--- config.mk ---
export PLATFORM = sky130hd
export DESIGN_NAME = self_driving_automaton_sequencer
export DESIGN_NICKNAME = d
export VERILOG_FILES = /design/src/rtl/core/sdas_pkg.sv /design/src/rtl/core/sdas_tables.sv /design/src/rtl/core/self_driving_automaton_sequencer.sv
export SDC_FILE = /design/constraint.sdc
export NUM_CORES = 2
export LEC_CHECK = 0
export BUFFER_PORTS_ARGS = -buffer_cell sky130_fd_sc_hd__buf_2
export CORE_ASPECT_RATIO = 1.4
export CORE_MARGIN = 2
export CORE_UTILIZATION = 50
export DETAILED_ROUTE_END_ITERATION = 16
export PLACE_DENSITY = 0.64
export SLEW_MARGIN = 15
export SYNTH_ARGS = -nofsm -noshare
export SYNTH_HDL_FRONTEND = slang
export SYNTH_SLANG_ARGS = --single-unit
--- constraint.sdc ---
create_clock -name i_clk -period 28.7 [get_ports i_clk]
set_input_delay 8.61 -clock i_clk [delete_from_list [all_inputs] [get_ports i_clk]]
set_output_delay 8.61 -clock i_clk [all_outputs]
set_load 0.02 [all_outputs]
--- src/rtl/core/sdas_pkg.sv ---
package sdas_pkg;

    localparam int STATE_W   = 4;
    localparam int CELL_W    = 5;
    localparam int SYM_ADR_W = 6;
    localparam int CNT_W     = 11;
    localparam int POS_W     = 10;
    localparam int CFG_IDX_W = 2;
    localparam int CFG_DAT_W = 11;

    localparam logic [CNT_W-1:0] MAX_OUTPUT     = 11'd1024;
    localparam logic [CNT_W-1:0] OUT_LEN_RESET  = 11'd1000;

    localparam logic [2:0] CMD_LOAD_NEXT = 3'd0;
    localparam logic [2:0] CMD_LOAD_LEN  = 3'd1;
    localparam logic [2:0] CMD_LOAD_SYM  = 3'd2;
    localparam logic [2:0] CMD_START     = 3'd3;
    localparam logic [2:0] CMD_STEP      = 3'd4;

    localparam logic [CFG_IDX_W-1:0] CFG_START_STATE  = 2'd0;
    localparam logic [CFG_IDX_W-1:0] CFG_FIRST_SYMBOL = 2'd1;
    localparam logic [CFG_IDX_W-1:0] CFG_OUTPUT_LEN   = 2'd2;

    typedef struct packed {
        logic [2:0]         command;
        logic [STATE_W-1:0] state_index;
        logic               char_index;
        logic [STATE_W-1:0] next_state;
        logic [1:0]         resp_length;
        logic               resp_slot;
        logic               resp_symbol;
    } t_in;

    typedef struct packed {
        logic             symbol;
        logic [POS_W-1:0] position;
        logic             last;
        logic             done_res;
    } t_out;

    typedef struct packed {
        logic               we_next;
        logic               we_len;
        logic               we_sym;
        logic [CELL_W-1:0]  addr;
        logic               slot;
        logic [STATE_W-1:0] next_state;
        logic [1:0]         resp_length;
        logic               resp_symbol;
    } t_tbl_wr;

    typedef struct packed {
        logic [STATE_W-1:0] next_state;
        logic [1:0]         resp_length;
        logic               resp_symbol;
    } t_tbl_rd;

    typedef enum logic [1:0] {
        ST_IDLE,
        ST_TABLE,
        ST_EMIT
    } t_state;

endpackage

--- src/rtl/core/sdas_tables.sv ---
module sdas_tables (
    input  logic                      i_clk,
    input  sdas_pkg::t_tbl_wr         i_wr,
    input  logic [sdas_pkg::CELL_W-1:0] i_rd_cell,
    input  logic                      i_rd_slot,
    output sdas_pkg::t_tbl_rd         o_rd
);
    import sdas_pkg::*;

    logic [STATE_W-1:0] r_trans [2**CELL_W];
    logic [1:0]         r_len   [2**CELL_W];
    logic               r_sym   [2**SYM_ADR_W];
    logic [STATE_W-1:0] r_rd_next;
    logic [1:0]         r_rd_len;
    logic               r_rd_sym;

    always_ff @(posedge i_clk) begin
        if (i_wr.we_next) begin
            r_trans[i_wr.addr] <= i_wr.next_state;
        end
        r_rd_next <= r_trans[i_rd_cell];
    end

    always_ff @(posedge i_clk) begin
        if (i_wr.we_len) begin
            r_len[i_wr.addr] <= i_wr.resp_length;
        end
        r_rd_len <= r_len[i_rd_cell];
    end

    always_ff @(posedge i_clk) begin
        if (i_wr.we_sym) begin
            r_sym[{i_wr.addr, i_wr.slot}] <= i_wr.resp_symbol;
        end
        r_rd_sym <= r_sym[{i_rd_cell, i_rd_slot}];
    end

    assign o_rd = '{next_state: r_rd_next, resp_length: r_rd_len, resp_symbol: r_rd_sym};

endmodule

--- src/rtl/core/self_driving_automaton_sequencer.sv ---
// Table-driven sequencer whose emitted symbols are fed back as its own input.
// Load, start and unused commands give no result. A step command gives exactly
// one result on o_result, marked by a one-cycle o_valid strobe that the receiver
// cannot hold off. For the first step of a run and a step after the run is
// complete, the strobe is in the cycle after acceptance. Every other step moves
// the FSM through ST_TABLE and ST_EMIT, with busy high in both: the feedback
// queue memory read is registered at acceptance, the registered symbol drives a
// read of the response and transition table memories in ST_TABLE, and the end
// of ST_EMIT updates state and writes the new symbol to the queue; the strobe
// follows ST_EMIT, when busy is low again and the next transaction can be
// taken. Configuration writes are taken at any time but are meant for idle
// periods. Table entries must be written before a run uses them.
module self_driving_automaton_sequencer (
    input  logic                             i_clk,
    input  logic                             i_rst_n,
    input  logic                             i_start,
    output logic                             o_busy,
    input  sdas_pkg::t_in                    i_data,
    output logic                             o_valid,
    output sdas_pkg::t_out                   o_result,
    input  logic                             i_cfg_we,
    input  logic [sdas_pkg::CFG_IDX_W-1:0]   i_cfg_idx,
    input  logic [sdas_pkg::CFG_DAT_W-1:0]   i_cfg_data
);
    import sdas_pkg::*;

    logic [STATE_W-1:0] r_start_state;
    logic               r_first_sym;
    logic [CNT_W-1:0]   r_out_len;
    logic [STATE_W-1:0] r_cur_state;
    logic [CNT_W-1:0]   r_emitted;
    logic [POS_W-1:0]   r_consume;
    logic               r_resp_pos;
    logic               r_q_rd;
    logic               r_valid;
    t_out               r_result;
    t_state             r_fsm;
    t_state             n_fsm;

    logic               r_queue [2**POS_W];

    logic               accept;
    logic               is_step;
    logic               run_done;
    logic               step_first;
    logic               step_done;
    logic               step_walk;
    logic               emit_walk;
    logic               emit_any;
    logic               emit_sym;
    logic [CNT_W-1:0]   limit;
    logic [CNT_W-1:0]   emitted_inc;
    logic [1:0]         eff_len;
    logic [1:0]         pos_inc;
    logic               exhausted;
    t_tbl_wr            tbl_wr;
    t_tbl_rd            tbl_rd;

    sdas_tables u_tables (
        .i_clk     (i_clk),
        .i_wr      (tbl_wr),
        .i_rd_cell ({r_cur_state, r_q_rd}),
        .i_rd_slot (r_resp_pos),
        .o_rd      (tbl_rd)
    );

    always_comb begin
        if (r_out_len == '0) begin
            limit = CNT_W'(1);
        end else if (r_out_len > MAX_OUTPUT) begin
            limit = MAX_OUTPUT;
        end else begin
            limit = r_out_len;
        end
    end

    assign accept      = i_start && !o_busy;
    assign is_step     = accept && (i_data.command == CMD_STEP);
    assign run_done    = r_emitted >= limit;
    assign step_done   = is_step && run_done;
    assign step_first  = is_step && !run_done && (r_emitted == '0);
    assign step_walk   = is_step && !run_done && (r_emitted != '0);
    assign emit_any    = step_first || emit_walk;
    assign emit_sym    = step_first ? r_first_sym : tbl_rd.resp_symbol;
    assign emitted_inc = r_emitted + CNT_W'(1);

    always_comb begin
        unique case (tbl_rd.resp_length)
            2'd0:    eff_len = 2'd1;
            2'd3:    eff_len = 2'd2;
            default: eff_len = tbl_rd.resp_length;
        endcase
    end

    assign pos_inc   = {1'b0, r_resp_pos} + 2'd1;
    assign exhausted = pos_inc >= eff_len;

    always_comb begin
        tbl_wr             = '0;
        tbl_wr.addr        = {i_data.state_index, i_data.char_index};
        tbl_wr.slot        = i_data.resp_slot;
        tbl_wr.next_state  = i_data.next_state;
        tbl_wr.resp_length = i_data.resp_length;
        tbl_wr.resp_symbol = i_data.resp_symbol;
        tbl_wr.we_next     = accept && (i_data.command == CMD_LOAD_NEXT);
        tbl_wr.we_len      = accept && (i_data.command == CMD_LOAD_LEN);
        tbl_wr.we_sym      = accept && (i_data.command == CMD_LOAD_SYM);
    end

    // next state
    always_comb begin
        n_fsm = r_fsm;
        unique case (r_fsm)
            ST_IDLE:  if (step_walk) n_fsm = ST_TABLE;
            ST_TABLE: n_fsm = ST_EMIT;
            ST_EMIT:  n_fsm = ST_IDLE;
            default:  n_fsm = ST_IDLE;
        endcase
    end

    // state outputs
    always_comb begin
        o_busy    = 1'b1;
        emit_walk = 1'b0;
        unique case (r_fsm)
            ST_IDLE:  o_busy = 1'b0;
            ST_TABLE: o_busy = 1'b1;
            ST_EMIT:  emit_walk = 1'b1;
            default:  o_busy = 1'b1;
        endcase
    end

    always_ff @(posedge i_clk) begin
        if (!i_rst_n) begin
            r_fsm <= ST_IDLE;
        end else begin
            r_fsm <= n_fsm;
        end
    end

    always_ff @(posedge i_clk) begin
        if (!i_rst_n) begin
            r_start_state <= '0;
            r_first_sym   <= 1'b0;
            r_out_len     <= OUT_LEN_RESET;
        end else if (i_cfg_we) begin
            unique case (i_cfg_idx)
                CFG_START_STATE:  r_start_state <= i_cfg_data[STATE_W-1:0];
                CFG_FIRST_SYMBOL: r_first_sym   <= i_cfg_data[0];
                CFG_OUTPUT_LEN:   r_out_len     <= i_cfg_data;
                default:          ;
            endcase
        end
    end

    always_ff @(posedge i_clk) begin
        if (!i_rst_n) begin
            r_cur_state <= '0;
            r_emitted   <= '0;
            r_consume   <= '0;
            r_resp_pos  <= 1'b0;
        end else if (accept && (i_data.command == CMD_START)) begin
            r_cur_state <= r_start_state;
            r_emitted   <= '0;
            r_consume   <= '0;
            r_resp_pos  <= 1'b0;
        end else begin
            if (emit_any) begin
                r_emitted <= emitted_inc;
            end
            if (emit_walk) begin
                if (exhausted) begin
                    r_resp_pos  <= 1'b0;
                    r_cur_state <= tbl_rd.next_state;
                    r_consume   <= r_consume + POS_W'(1);
                end else begin
                    r_resp_pos  <= pos_inc[0];
                end
            end
        end
    end

    // feedback queue
    always_ff @(posedge i_clk) begin
        if (emit_any) begin
            r_queue[r_emitted[POS_W-1:0]] <= emit_sym;
        end
        r_q_rd <= r_queue[r_consume];
    end

    always_ff @(posedge i_clk) begin
        if (!i_rst_n) begin
            r_valid <= 1'b0;
        end else begin
            r_valid <= emit_any || step_done;
        end
    end

    always_ff @(posedge i_clk) begin
        if (step_done) begin
            r_result.symbol   <= 1'b0;
            r_result.position <= '0;
            r_result.last     <= 1'b0;
            r_result.done_res <= 1'b1;
        end else if (emit_any) begin
            r_result.symbol   <= emit_sym;
            r_result.position <= r_emitted[POS_W-1:0];
            r_result.last     <= emitted_inc == limit;
            r_result.done_res <= 1'b0;
        end
    end

    assign o_valid  = r_valid;
    assign o_result = r_result;

    a_emit_strobe: assert property (@(posedge i_clk) disable iff (!i_rst_n)
        (r_fsm == ST_EMIT) |=> r_valid)
        else $error("table step did not produce a result");

    a_no_strobe_in_table: assert property (@(posedge i_clk) disable iff (!i_rst_n)
        (r_fsm == ST_TABLE) |-> !r_valid)
        else $error("result strobe while table read pending");

    a_emitted_bound: assert property (@(posedge i_clk) disable iff (!i_rst_n)
        r_emitted <= MAX_OUTPUT)
        else $error("emitted count beyond queue depth");

    a_consume_behind: assert property (@(posedge i_clk) disable iff (!i_rst_n)
        (r_emitted != '0) |-> ({1'b0, r_consume} < r_emitted))
        else $error("queue read would pass the write point");

    a_fresh_run: assert property (@(posedge i_clk) disable iff (!i_rst_n)
        (r_emitted == '0) |-> ((r_consume == '0) && !r_resp_pos))
        else $error("run counters out of step");

endmodule
==> metrics list <==
* Outcome: finished clean
- Startpoint-to-endpoint class of the critical path: in -> reg
* Total CTS buffers: 120
* CTS clock-pin slew for the worst setup and hold paths: about 0.070 ns
* Buffers added on ports: 47
* Routed length per placed instance: 28.4 um
- After synthesis, the netlist uses between 60 and 70 different library cells.
- Relative area change from synthesis to final layout: 9.07%
- For hold timing, the worst endpoint is o_result[0].
- The floorplan has 147 rows.
- At the pin with the least slew margin, the transition time is around 1.2 ns.
- After technology mapping, the gate count stands at 4001.
- The setup check on the worst reg-to-reg path leaves a slack of 21.79 ns.
- Clock skew: approximately 0.030 ns
* Drt initial violations: 4033
- For the worst-skew pair, the clock arrives at the later sink with an insertion delay of between 0.7 and 0.8 ns.
- # hold bufs at CTS: 0
* Largest net degree at the start of global routing: between 200 and 300
- Once the clock tree was built, the resizer swapped 0 gates to a different size.
- In this run the deepest clock path goes through 3 buffers.
- For this run, design rule violations remaining after detail routing come to 0.
- P_sw: about 750 uW
* Endpoint class of the critical path: flip-flop
- Count of cells along the worst hold path: 1
* Max Cap Viol: 0
* Total number of nets in the final design: just under 4000
* Clock network fraction of total power: a little over two fifths
- HPWL Detailed: roughly 86 mm
* Min-delay worst type: reg -> reg
- Main synth FF type: sky130_fd_sc_hd__edfxtp_1
- Final worst-path cycle share: 45.1%
- First-pass DRT Iterations: 6
- Vias: between 30000 and 40000
- Maximum resistive drop on vdd: around 67 uV
* Mapped Nets: 4055
- Combinational cells account for under 10% of the total power.
- The floorplan step set the die width to 292 um.
* Shortest period the worst path allows: around 13 ns
- Core region area: roughly 110000 um^2
* Antenna violations before repair: 1
- Seq pwr share: between 50% and 60%
* Net switching share of the total power: between 10% and 20%
- Post-layout utilization of the core: 55.1%
* Total number of H-tree levels: 3
* Reg area: 39800 um^2
* Number of setup violations in the final report: 0
- The first global-routing pass estimated 226 mm of wire.
* Post-synthesis average cell area: between 10 and 15 um^2
- The synthesized design contains between 1000 and 1500 enable-type register cells.
* Clock tree from TritonCTS: yes
- Number of synthesis warnings: 0
- The number of setup buffers added after CTS is 0.
- For this design the ratio of total power to cell area is about 60 nW/um^2.
- The number of global-route vias before repair is between 30000 and 40000.
- The worst setup path is launched from an input pin.
- Final Wtd Congestion: about 0.82
* Setup repair after global routing missed its margin: no
- # clock sinks: 1346
* Count of fill cells added during filler insertion: 9245
* Fraction of the yosys area taken by sequential cells: 68.5%
* Die span in y: roughly 400 um
- The synthesized design contains around 1300 register bits.
* Final number of max-transition violations: 0
- Die outline area: 119000 um^2
* Worst R2R End: r_queue[680]
* Diode count: 0
- Required arrival time at the worst endpoint: slightly below 30 ns
- Worst slew slack as a fraction of its limit: about 18%
* Ports placed on the boundary: 48
- Starting density of the core: roughly 50%
* Arrival @ worst endpoint: 13.30 ns
* Max Clk Rate: slightly below 80 MHz
- Area of the mapped netlist: around 58000 um^2
- Worst Reg2Reg Path Length in Cells: 14
- In this run the static leakage power is between 0.015 and 0.02 uW.
* Via-per-instance ratio: 6.22
- In this run the worst path has a maximum fanout of around 290.
* Number of routed nets with antenna violations: 0
- After synthesis, the share of flip-flops with an asynchronous set or reset is 0%.
* Startpoint of the most critical register-to-register path: r_out_len[9]
- Internal power summed over all cells: 3030 uW
- The total overflow left after global routing is 0.
- For this block, the routed nets add up to between 150 and 200 mm of wire.
- In the global route stage, overall resource usage came out at between 20% and 30%.
- In the final layout, the share of cells above drive strength 1 is 16.9%.
- Clock root buffer master: sky130_fd_sc_hd__clkbuf_16
* Fin Setup TNS: 0 ns
* Hold path startpoint: o_result[0]
- Multi-input gate area in the final layout: 16700 um^2
- The final count of hold timing violations was 0.
## worst max-delay path, stage by stage
cell	delay, ns
sky130_fd_sc_hd__buf_2	0.14
sky130_fd_sc_hd__nor2_1	0.11
sky130_fd_sc_hd__nand4_1	0.31
sky130_fd_sc_hd__a211o_1	0.55
sky130_fd_sc_hd__mux2_8	0.70
sky130_fd_sc_hd__buf_12	0.72
sky130_fd_sc_hd__buf_6	0.75
sky130_fd_sc_hd__buf_4	0.96
## flip-flops by register name, summed over array words and instances, names as in the netlist, 4 cells and up
name and cells:
r_cur_state 4, r_queue 1024, u_tables.r_sym 64, u_tables.r_rd_next 4
u_tables.r_len 64, r_start_state 4, r_out_len 11, o_result 13
u_tables.r_trans 128, r_consume 10, r_emitted 11
## power groups by stage
stage / registers, uW / logic [uW] / clock network [uW]
6_report: 2140 / 45.0 / 1600
5_1_grt: 2140 / 49.1 / 1680
3_3_place_gp: 2190 / 43.8 / 0
3_5_place_dp: 2190 / 44.9 / 0
4_1_cts: 2140 / 45.0 / 1620
2_1_floorplan: 2190 / 23.9 / 0
## cells in the final DEF, fill, tap and decap left out, drive strengths merged, types with 53 or more instances in the layout
master / instances
edfxtp: 1280
nor2: 1199
mux4: 306
buf: 143
clkbuf: 142
nand2: 133
mux2i: 86
dfxtp: 66
clkinv: 57
o21ai: 53
## metal layers
| layer | up-vias | global-route usage, % | routed length, um |
|---|---|---|---|
| met5 | - | 0 | 53 |
| met4 | 6 | 12.4 | 7960 |
| met3 | 386 | 4.34 | 12800 |
| met2 | 1477 | 45.3 | 78800 |
| met1 | 17600 | 32.7 | 56400 |
| li1 | 14600 | - | - |
## logic make-up after synthesis
logic type	Yosys count	share of synthesized area (%)
and+or+nand+nor	1514	10.5
DFF	1346	68.5
adders and majority gates	21	0.453
xor gates and xnor gates	22	0.332
buffers and inverters	379	2.73
muxes	418	13.9
AOI/OAI and AO/OA	301	3.56
## cell usage after synthesis, types with 24 or more instances
master                     number  area (um^2)
sky130_fd_sc_hd__mux2i_1       86          861
sky130_fd_sc_hd__nand2b_1      25          156
sky130_fd_sc_hd__o21ai_0       47          235
sky130_fd_sc_hd__a21oi_1       48          240
sky130_fd_sc_hd__buf_2         51          255
sky130_fd_sc_hd__o211ai_1      40          300
sky130_fd_sc_hd__nand3_1       44          220
sky130_fd_sc_hd__mux4_2       306         6890
sky130_fd_sc_hd__mux2_2        26          293
sky130_fd_sc_hd__clkbuf_1     271         1020
sky130_fd_sc_hd__edfxtp_1    1280        38400
sky130_fd_sc_hd__nor2_1      1199         4500
sky130_fd_sc_hd__nor2b_1       24          150
sky130_fd_sc_hd__dfxtp_1       66         1320
sky130_fd_sc_hd__nand2_1      133          499
sky130_fd_sc_hd__a22oi_1       51          383
## final cells by class
cell class / instances / area share, %
well taps: 1490 / 2.95
multi-input cells: 2276 / 26.5
inverters: 17 / 0.101
repair buffers: 143 / 1.58
clock buffers: 142 / 4.99
flip-flops and latches: 1346 / 62.9
clock inverters: 77 / 1.06
## worst max path at each step
stage               startpoint            to  slack, ns  cells after the start
global route        i_data[13]  r_queue[713]      15.54                      8
detailed placement  i_data[13]  r_queue[646]      14.92                      8
CTS                 i_data[13]  r_queue[680]      15.66                      8
floorplan           i_data[13]    r_queue[0]      10.95                      4
finish              i_data[13]  r_queue[680]      15.76                      8
global placement    i_data[13]  r_queue[646]      15.10                      8
## stage by stage
stage / total power, uW / cell area (um^2) / cells / setup slack, ns / hold WS [ns]
detailed placement: 2230 / 59400 / 5272 / 14.92 / 0.450
global placement: 2230 / 59400 / 5272 / 15.10 / 0.433
floorplan: 2220 / 58000 / 4001 / 10.95 / 0.422
finish: 3780 / 63300 / 5491 / 15.76 / 0.458
CTS: 3800 / 63300 / 5491 / 15.66 / 0.466
global route: 3870 / 63300 / 5491 / 15.54 / 0.498
(Power assumes the default switching activity.)
